**src/rtl/core/gcd_pkg.sv**
```systemverilog
// ----------------------------------------------------------------------------
// Great-circle distance package
// Shared widths, constants, types and the arctangent table function.
// ----------------------------------------------------------------------------
package gcd_pkg;

	localparam int CORDIC_STAGES_DEF = 24;
	localparam int CORDIC_STAGES_MAX = 32;

	localparam int LAT_W  = 24;
	localparam int LON_W  = 25;
	localparam int DIST_W = 23;

	// CORDIC datapath: 34-bit signed for x, y, z.
	localparam int CW = 34;

	localparam logic signed [CW-1:0] ONE_Q30  = 34'sd1073741824;
	localparam logic signed [CW-1:0] GAIN_INV = 34'sh026DD3B6A;
	localparam logic signed [CW-1:0] HALF_TURN = 34'sd2147483648;
	localparam logic [31:0] KM_SCALE = 32'd2623417457;
	localparam logic [DIST_W-1:0] DIST_MAX = 23'd5124000;

	typedef logic signed [CW-1:0] cval_t;

	typedef struct packed {
		cval_t x;
		cval_t y;
		cval_t z;
	} vec_t;

	function automatic cval_t atan_bam(input int i);
		logic [31:0] t;
		unique case (i)
			0:  t = 32'h20000000;  1:  t = 32'h12E4051E;
			2:  t = 32'h09FB385B;  3:  t = 32'h051111D4;
			4:  t = 32'h028B0D43;  5:  t = 32'h0145D7E1;
			6:  t = 32'h00A2F61E;  7:  t = 32'h00517C55;
			8:  t = 32'h0028BE53;  9:  t = 32'h00145F2F;
			10: t = 32'h000A2F98;  11: t = 32'h000517CC;
			12: t = 32'h00028BE6;  13: t = 32'h000145F3;
			14: t = 32'h0000A2FA;  15: t = 32'h0000517D;
			16: t = 32'h000028BE;  17: t = 32'h0000145F;
			18: t = 32'h00000A30;  19: t = 32'h00000518;
			20: t = 32'h0000028C;  21: t = 32'h00000146;
			22: t = 32'h000000A3;  23: t = 32'h00000051;
			24: t = 32'h00000029;  25: t = 32'h00000014;
			26: t = 32'h0000000A;  27: t = 32'h00000005;
			28: t = 32'h00000003;  29: t = 32'h00000001;
			30: t = 32'h00000001;
			default: t = 32'h00000000;
		endcase
		return cval_t'({2'b00, t});
	endfunction

endpackage

```
**src/rtl/core/gcd_rot_stage.sv**
```systemverilog
// ----------------------------------------------------------------------------
// CORDIC stage
// One registered rotation or vectoring micro-rotation with a fixed shift.
// ----------------------------------------------------------------------------
module gcd_rot_stage #(
	parameter int IDX = 0,
	parameter bit VECT = 1'b0
) (
	input  logic            clk,
	input  logic            en,
	input  gcd_pkg::vec_t   d,
	output gcd_pkg::vec_t   q
);
	gcd_pkg::cval_t dx, dy, t;
	logic           cw;

	always_comb begin
		dx = d.y >>> IDX;
		dy = d.x >>> IDX;
		t  = gcd_pkg::atan_bam(IDX);
		// vectoring turns clockwise while y > 0; rotation goes on z sign
		cw = VECT ? (d.y > 0) : (d.z < 0);
	end

	always_ff @(posedge clk) begin
		if (en) begin
			if (VECT) begin
				q.x <= cw ? d.x + dx : d.x - dx;
				q.y <= cw ? d.y - dy : d.y + dy;
				q.z <= cw ? d.z + t : d.z - t;
			end else begin
				q.x <= cw ? d.x + dx : d.x - dx;
				q.y <= cw ? d.y - dy : d.y + dy;
				q.z <= cw ? d.z + t : d.z - t;
			end
		end
	end
endmodule

```
**config.mk**
```make
export PLATFORM = sky130hd
export DESIGN_NAME = gcd_rot_stage
export DESIGN_NICKNAME = d
export VERILOG_FILES = /design/src/rtl/core/gcd_pkg.sv /design/src/rtl/core/gcd_rot_stage.sv
export SDC_FILE = /design/constraint.sdc
export NUM_CORES = 1
export LEC_CHECK = 0
export ABC_AREA = 1
export BUFFER_PORTS_ARGS = -buffer_cell sky130_fd_sc_hd__buf_2
export CAP_MARGIN = 0
export CORE_MARGIN = 10
export CORE_UTILIZATION = 40
export CTS_CLUSTER_SIZE = 25
export DETAILED_ROUTE_END_ITERATION = 16
export PLACE_DENSITY = 0.62
export SETUP_SLACK_MARGIN = 0.15
export SLEW_MARGIN = 20
export SYNTH_ARGS = -nofsm -noshare
export SYNTH_HDL_FRONTEND = slang
export SYNTH_SLANG_ARGS = --single-unit
export TNS_END_PERCENT = 30
```
**constraint.sdc**
```tcl
create_clock -name clk -period 2.6 [get_ports clk]
set_input_delay 0.39 -clock clk [delete_from_list [all_inputs] [get_ports clk]]
set_output_delay 0.39 -clock clk [all_outputs]
set_load 0.01 [all_outputs]
```
==> results of run 1 <==
[per-stage QoR]
stage               power, mW  cell area [um2]  setup WS, ns
floorplan                3.55            10500         0.509
global placement         4.61            12700      -0.00855
detailed placement       4.63            12700       -0.0654
CTS                      6.21            13000         0.335
global route             6.58            13000        0.0880
finish                   6.19            13000         0.336
[cell usage in the layout, fill, tap and decap left out, drive strengths merged, types with 9 or more instances in the layout]
cell / Yosys / routed
a21oi: 119 / 119
buf: 39 / 324
clkbuf: 6 / 9
edfxtp: 101 / 101
ha: 103 / 103
inv: 263 / 267
nand2: 469 / 469
nand3: 159 / 159
nand4: 17 / 17
nor2: 134 / 134
nor3: 14 / 14
o21ai: 92 / 92
o21bai: 14 / 14
xor2: 24 / 24
[cell families after synthesis]
logic type,Yosys count
fa+ha+maj,107
compound gates,247
xor+xnor,25
flops,101
mux,1
buf+inv,308
simple gates,809
[worst paths after layout]
check | endpoint | cells after the start | startpoint | slack [ns]
worst max-delay path | q[60] | 13 | d[43] | 0.34
worst min-delay path | q[0] | 1 | d[0] | 0.19
[power breakdown]
part | switching [mW] | internal, mW | total, mW
Clock | 0.778 | 0.788 | 1.57
Sequential | 0.0458 | 2.05 | 2.09
Combinational | 1.60 | 0.933 | 2.53
Total | 2.42 | 3.77 | 6.19
[layout make-up]
| type | instances | area, um2 |
|---|---|---|
| Inverter | 263 | 987 |
| Clock inverter | 7 | 103 |
| Fill cell | 2720 | 13000 |
| Multi-Input combinational cell | 1189 | 6260 |
| Timing Repair Buffer | 324 | 1960 |
| Sequential cell | 101 | 3030 |
| Clock buffer | 9 | 225 |
| Tap cell | 335 | 419 |
[critical path, cell delays in order]
cell and delay, ns:
buf_2 0.12, inv_1 0.05, ha_1 0.45, nand2_1 0.23, nor2_1 0.30, nand2_1 0.09, nor2_1 0.13, nand3b_1 0.19
nand2_1 0.09, nand3_1 0.08, nand2_1 0.05, nand3_1 0.08, nand2_1 0.12
[Yosys cell counts, drive strengths merged]
cell type and number:
xnor2 1, clkbuf 6, a21oi 119, xor2 24, a21o 4, o21ai 92
buf 39, o21a 5, edfxtp 101, or2 6, inv 263, ha 103
a21boi 1, nor4 3, fa 4, nor2 134, nand3b 4, nand3 159
a31oi 3, o22ai 7, nor3 14, o211ai 2, nand4 17, nand2 469
mux2i 1, and2 3, o21bai 14
[layer usage]
metal	track usage [%]	vias to the layer above
met4	4.98	0
met2	35.2	427
met1	31.3	5155
met5	0	-
li1	-	5731
met3	3.48	49
==> results.yml, run 1 <==
logic_synthesis:
  synth_top_area_share_pct: 28.8
  ys_warn_count: 0
  synth_cells: 1598
  synth_area_leaders: "edfxtp_1 29%, nand2_1 17%, ha_1 12%, inv_1 9.3%, nand3_1 7.6%"
  ys_types: 37
  synth_compound_area_share_pct: 12.5
  synthSimpleGateAreaFrac_pct: 31.8
  avgSynthCellArea_um2: 6.59
  yosysTopAreaCell: "edfxtp_1"
  yosysSeqAreaShare_pct: 28.8
  synth_top_family_by_area: "simple AND/OR/NAND/NOR gates"
  synth_xor_area_share_pct: 2.08
  synth-adder-area-share_pct: 13.0
  synth.cell_area_mm2: 0.0105
  synth_nets: 1809
  muxShareOfSynthArea_pct: 0.0950
  synth_seq_cells: 101
critical_path:
  startpoint_type: "primary input"
  crit_required_ns: 2.71
  critical_path_class: "in2reg"
  crit_fanout: 7
  arrival_ns: 2.37
  critical_path.endpoint_type: "flip-flop"
floorplan:
  initial_core_util_pct: 40.5
  die_w_um: 182
  fp-row-count: 59
  fp.coreArea_mm2: 0.0260
  die_y_um: 182
  ios: 206
  dieArea_mm2: 0.0332
clock_network:
  cts_resized: 0
  clock-sinks: 101
  cts_hold_buf: 0
  postCtsSetupBuffers: 0
  htree_levels: 3
  cts_buffers: 9
  root_buffer: "clkbuf_16"
  cts_buffer_depth: 2
  cts_tree: "yes"
  clk_pin_slew_worst_paths_ns: 0.09
sta:
  period_needed_ns: 2.26
  hold_ws_ns: 0.195
  hold_violations: 0
  setup_tns_ns: 0
  fin_crit_sh_pct: 87.1
  setup_viol: 0
  drv_slew: 0
  max_freq_mhz: 442
  relSlewSlack_pct: 53.9
  grt_setup_unrepaired: "true"
  worst_pin_slew_ns: 0.691
layout:
  fin_util_pct: 50.0
  largest_reg_flops: 101
  largest_registers: "q x101"
  final_cells: 2228
  largest-register: "q"
  area_delta_synth_final_pct: 23.4
  final_nets: 2099
  drive_gt1_share_pct: 18.5
  diodes: 0
route:
  met2WireLength_um: 16500
  wl_per_cell_um: 17.1
  route.vias.total: 11400
  routed_via_density: 5.10
  met3_length_um: 2870
  firstDrtPassIters: 6
  remaining_drc_errors: 0
  wl_um: 38100
  drtIter0Drc: 984
  highest_layer: "met4"
  drt-met1-wl_um: 18000
  drtAntennaViolNets: 0
global_routing:
  grt_pass1_wl_um: 59000
  grt_pass1_vias: 10900
  grt_antenna_before_repair: 0
  grt_max_degree: 61
  grt.overflow.total: 0
  track_usage_pct: 22.3
place:
  io_buffers: 205
  place_congestion: 0.986
  dpl.hpwl_um: 32100
  dp.cells: 2212
pwr:
  powerDensity_mw_per_mm2: 476
  p_leak_nw: 6.87
  vdd_drop_max_mv: 0.299
status:
  status: "completed"
job:
  drv_cap: 0
hold_path:
  worstHoldPathType: "in2reg"
Note: power is estimated with default switching activity, not from simulation.
==> inputs of run 2 (changes only) <==
--- a/config.mk
+++ b/config.mk
@@ -9,10 +9,10 @@
 export BUFFER_PORTS_ARGS = -buffer_cell sky130_fd_sc_hd__buf_2
 export CAP_MARGIN = 0
 export CORE_MARGIN = 10
-export CORE_UTILIZATION = 40
+export CORE_UTILIZATION = 57
 export CTS_CLUSTER_SIZE = 25
 export DETAILED_ROUTE_END_ITERATION = 16
-export PLACE_DENSITY = 0.62
+export PLACE_DENSITY = 0.83
 export SETUP_SLACK_MARGIN = 0.15
 export SLEW_MARGIN = 20
 export SYNTH_ARGS = -nofsm -noshare
==> results.yml, run 2 (same netlist as run 1, synthesis figures left out) <==
layout:
  final_cells: 2111
  final_area_mm2: 0.0127
  final_common_cell: "nand2_1"
  final_nets: 2088
  fin_util_pct: 70.4
  largest-register: "q"
  largest_reg_flops: 101
  area_delta_synth_final_pct: 21.0
  diodes: 0
  drive_gt1_share_pct: 18.0
  largest_registers: "q x101"
  final_cell_mix: "468 x nand2_1, 262 x inv_1, 204 x buf_2"
  fillerInstances: 1554
critical_path:
  crit_required_ns: 2.71
  critical_path.endpoint_type: "flip-flop"
  cp_top_family: "compound AO/OA/AOI/OAI gates"
  arrival_ns: 2.46
  crit_path_top_delay_cell: "ha_1"
  startpoint_type: "primary input"
  cp_common_cell: "nand2_1"
  cp.buffers_inverters: 4
  slowest_delay_ns: 0.43
  crit_fanout: 8
  path_cells: "buf_2 > inv_1 > ha_1 > a21oi_1 > o21ai_0 > inv_1 > nand2_1 > inv_1 > nand2_1 > nand2_1 > nand3_1 > nand3_1 > nand2_1"
  critical_path_class: "in2reg"
job:
  drv_cap: 0
route:
  wl_um: 39000
  drtAntennaViolNets: 0
  drtIter0Drc: 1553
  wl_per_cell_um: 18.5
  route.vias.total: 12100
  routed_via_density: 5.71
  firstDrtPassIters: 8
  remaining_drc_errors: 0
floorplan:
  fp-row-count: 49
  dieArea_mm2: 0.0243
  fp.coreArea_mm2: 0.0181
  initial_core_util_pct: 58.2
  die_w_um: 156
  die_y_um: 156
  ios: 206
sta:
  setup_viol: 0
  setup_slack_ns: 0.250
  worst_pin_slew_ns: 0.574
  period_needed_ns: 2.35
  hold_violations: 0
  fin_crit_sh_pct: 90.4
  relSlewSlack_pct: 61.8
  max_freq_mhz: 426
  grt_setup_unrepaired: "true"
  drv_slew: 0
clock_network:
  cts_buffer_depth: 2
  clock-sinks: 101
  htree_levels: 3
  root_buffer: "clkbuf_16"
  cts_tree: "yes"
  cts_buffers: 9
  clk_pin_slew_worst_paths_ns: 0.07
place:
  dp.cells: 2095
  placedInstanceArea_mm2: 0.0124
  dpl.hpwl_um: 32400
  place_congestion: 1.04
  pre_cts_ws_ns: -0.0301
  io_buffers: 205
pwr:
  power_frac_seq_pct: 34.3
  internal_power_mw: 3.73
  swShare_pct: 39.3
  vdd_drop_max_mv: 0.371
  p_comb_share_pct: 41.5
  p_leak_nw: 6.80
  powerDensity_mw_per_mm2: 482
  clock_power_share_pct: 24.2
  switching_power_mw: 2.41
  finalPower_mw: 6.14
global_routing:
  grt_max_degree: 73
  track_usage_pct: 31.5
  grt_antenna_before_repair: 0
  grt.overflow.total: 0
  grt_pass1_vias: 11600
  grt_pass1_wl_um: 60800
status:
  status: "completed"
hold_path:
  worstHoldPathType: "in2reg"
-- run 2: power by group through the flow --
stage | clock, mW | sequential, mW | combinational (mW)
floorplan | 0 | 2.25 | 1.30
global placement | 0 | 2.13 | 2.41
detailed placement | 0 | 2.14 | 2.47
CTS | 1.47 | 2.11 | 2.49
global route | 1.53 | 2.13 | 2.79
finish | 1.49 | 2.11 | 2.55
-- run 2: worst paths after layout --
kind / to / startpoint / cells after the start
worst max-delay path: q[67] / d[50] / 13
worst min-delay path: q[2] / d[2] / 1
-- run 2: cell type report --
cell class	instances	area, um2	area share, %
flip-flops and latches	101	3030	23.8
well taps	229	287	2.25
inverters	263	987	7.75
multi-input cells	1189	6260	49.2
clock buffers	9	225	1.77
clock inverters	7	81.3	0.638
repair buffers	313	1860	14.6
-- run 2: stage by stage --
stage / hold slack, ns / setup TNS [ns]
4_1_cts: 0.201 / 0
5_1_grt: 0.198 / 0
6_report: 0.199 / 0
2_1_floorplan: 0.489 / 0
3_5_place_dp: 0.568 / -0.0843
3_3_place_gp: 0.566 / 0
-- run 2: what timing repair did --
action,4_1_cts,5_1_grt
endpoints found under the setup margin,0,8
buffers inserted,0,0
endpoints found under the hold margin,0,0
hold buffers,0,0
resized for setup,0,1
-- run 2: per-layer routing --
| layer | global-route usage, % | share of wire (%) | up-vias |
|---|---|---|---|
| met5 | 0 | 0 | - |
| met4 | 12.0 | 3.6 | 0 |
| met3 | 5.60 | 11 | 100 |
| met2 | 49.2 | 44 | 705 |
| met1 | 42.6 | 42 | 5540 |
| li1 | - | - | 5717 |
==> inputs of run 3 (changes only) <==
==> constraint.sdc (replaced) <==
create_clock -name clk -period 2.6 [get_ports clk]
set_input_delay 0.13 -clock clk [delete_from_list [all_inputs] [get_ports clk]]
set_output_delay 0.13 -clock clk [all_outputs]
set_load 0.01 [all_outputs]
==> results.yml, run 3 (same netlist as run 1, synthesis figures left out) <==
pwr:
  switching_power_mw: 2.40
  power_frac_seq_pct: 35.0
  p_leak_nw: 6.52
  internal_power_mw: 3.63
  vdd_drop_max_mv: 0.334
  clock_power_share_pct: 25.8
  p_comb_share_pct: 39.3
  swShare_pct: 39.8
  powerDensity_mw_per_mm2: 486
sta:
  period_needed_ns: 2.15
  relSlewSlack_pct: 62.7
  drv_slew: 0
  hold_violations: 0
  grt_setup_unrepaired: "false"
  setup_slack_ns: 0.448
  setup_tns_ns: 0
  worst_pin_slew_ns: 0.560
  max_freq_mhz: 465
  setup_viol: 0
  hold_ws_ns: 0.0426
  fin_crit_sh_pct: 82.8
global_routing:
  grt.overflow.total: 0
  use_met1_pct: 40.7
  grt_max_degree: 73
  grt_pass1_wl_um: 58100
  grt_pass1_vias: 10900
  met2_usage_pct: 48.0
  track_usage_pct: 30.2
  top_usage_layer: "met2"
  grtUsageMet3_pct: 4.60
  grt_antenna_before_repair: 0
critical_path:
  arrival_ns: 2.28
  critical_path.endpoint_type: "flip-flop"
  slowest_delay_ns: 0.49
  startpoint_type: "primary input"
  cp_common_cell: "nand2_1"
  crit_required_ns: 2.72
  critical_path_class: "in2reg"
  crit_fanout: 9
  crit_path_top_delay_cell: "ha_1"
  path_cells: "buf_2 > inv_1 > ha_1 > nand2_1 > nor2_1 > nand2_1 > o21ai_0 > nand2_1 > nand2_1 > nand2_1 > nand3_1 > nand2_1"
route:
  remaining_drc_errors: 0
  drtAntennaViolNets: 0
  drtIter0Drc: 1211
  wl_per_cell_um: 18.3
  routed_via_density: 5.64
  firstDrtPassIters: 6
  wl_um: 37600
  route.vias.total: 11600
layout:
  final_nets: 2029
  area_delta_synth_final_pct: 17.8
  largest_registers: "q x101"
  final_common_cell: "nand2_1"
  final_cell_mix: "468 x nand2_1, 262 x inv_1, 204 x buf_2"
  fin_util_pct: 68.6
  diodes: 0
  largest_reg_flops: 101
  fillerInstances: 1604
  largest-register: "q"
  drive_gt1_share_pct: 13.8
status:
  status: "completed"
clock_network:
  cts_resized: 0
  cts_tree: "yes"
  clk_pin_slew_worst_paths_ns: 0.08
  cts_buffer_depth: 2
  cts_buffers: 9
  htree_levels: 3
  clock-sinks: 101
  root_buffer: "clkbuf_16"
floorplan:
  initial_core_util_pct: 58.2
  dieArea_mm2: 0.0243
  ios: 206
  fp-row-count: 49
  die_y_um: 156
  die_w_um: 156
  fp.coreArea_mm2: 0.0181
place:
  pre_cts_ws_ns: 0.145
  place_congestion: 1.00
  dpl.hpwl_um: 30000
  io_buffers: 205
hold_path:
  worstHoldPathType: "in2reg"
  hold_start: "d[29]"
  hold_depth: 2
  worst_hold_path.endpoint: "q[29]"
job:
  drv_cap: 0
[run 3: cell type report]
class	instances	area (um2)	share of cell area, %
sequential	101	3030	24.5
tap	229	287	2.31
timing repair buffer	254	1510	12.1
inverter	263	987	7.96
clock inverter	7	103	0.827
clock buffer	9	225	1.82
multi-input combinational	1189	6260	50.5
[run 3: critical path, delay by kind of cell]
family | cells | cell delay [ns]
simple gates | 8 | 1.06
fa+ha+maj | 1 | 0.49
compound gates | 1 | 0.45
buf+inv | 2 | 0.15
[run 3: per-stage QoR]
step                      power [mW]  instance area (um2)  instances
after floorplan                 3.55                10500       1598
after global placement          4.36                11800       2007
after detailed placement        4.39                11800       2007
after CTS                       5.94                12400       2052
after global routing            6.33                12400       2052
final                           6.02                12400       2052
[run 3: power by group through the flow]
stage | Combinational (mW) | Sequential (mW) | Clock (mW)
2_1_floorplan | 1.30 | 2.25 | 0
6_report | 2.36 | 2.11 | 1.55
5_1_grt | 2.60 | 2.12 | 1.61
3_3_place_gp | 2.23 | 2.13 | 0
3_5_place_dp | 2.26 | 2.13 | 0
4_1_cts | 2.30 | 2.10 | 1.53
[run 3: worst max-delay path by stage]
| stage | from | endpoint | slack, ns | cells past startpoint |
|---|---|---|---|---|
| floorplan | d[34] | q[66] | 0.77 | 13 |
| global placement | d[34] | q[58] | 0.20 | 14 |
| detailed placement | d[46] | q[89] | 0.15 | 12 |
| CTS | d[46] | q[89] | 0.52 | 12 |
| global route | d[39] | q[98] | 0.26 | 14 |
| finish | d[39] | q[89] | 0.45 | 12 |
[run 3: timing repair]
action / 4_1_cts / 5_1_grt
hold buffers: 29 / 0
endpoints found under the setup margin: 0 / 0
setup buffers: 0 / 0
hold endpoints to repair: 29 / 0
[run 3: layer usage]
metal / vias to the layer above / part of all wire (%)
met4: 0 / 3.7
li1: 5585 / -
met1: 5275 / 43
met3: 89 / 9.9
met5: - / 0
met2: 628 / 44
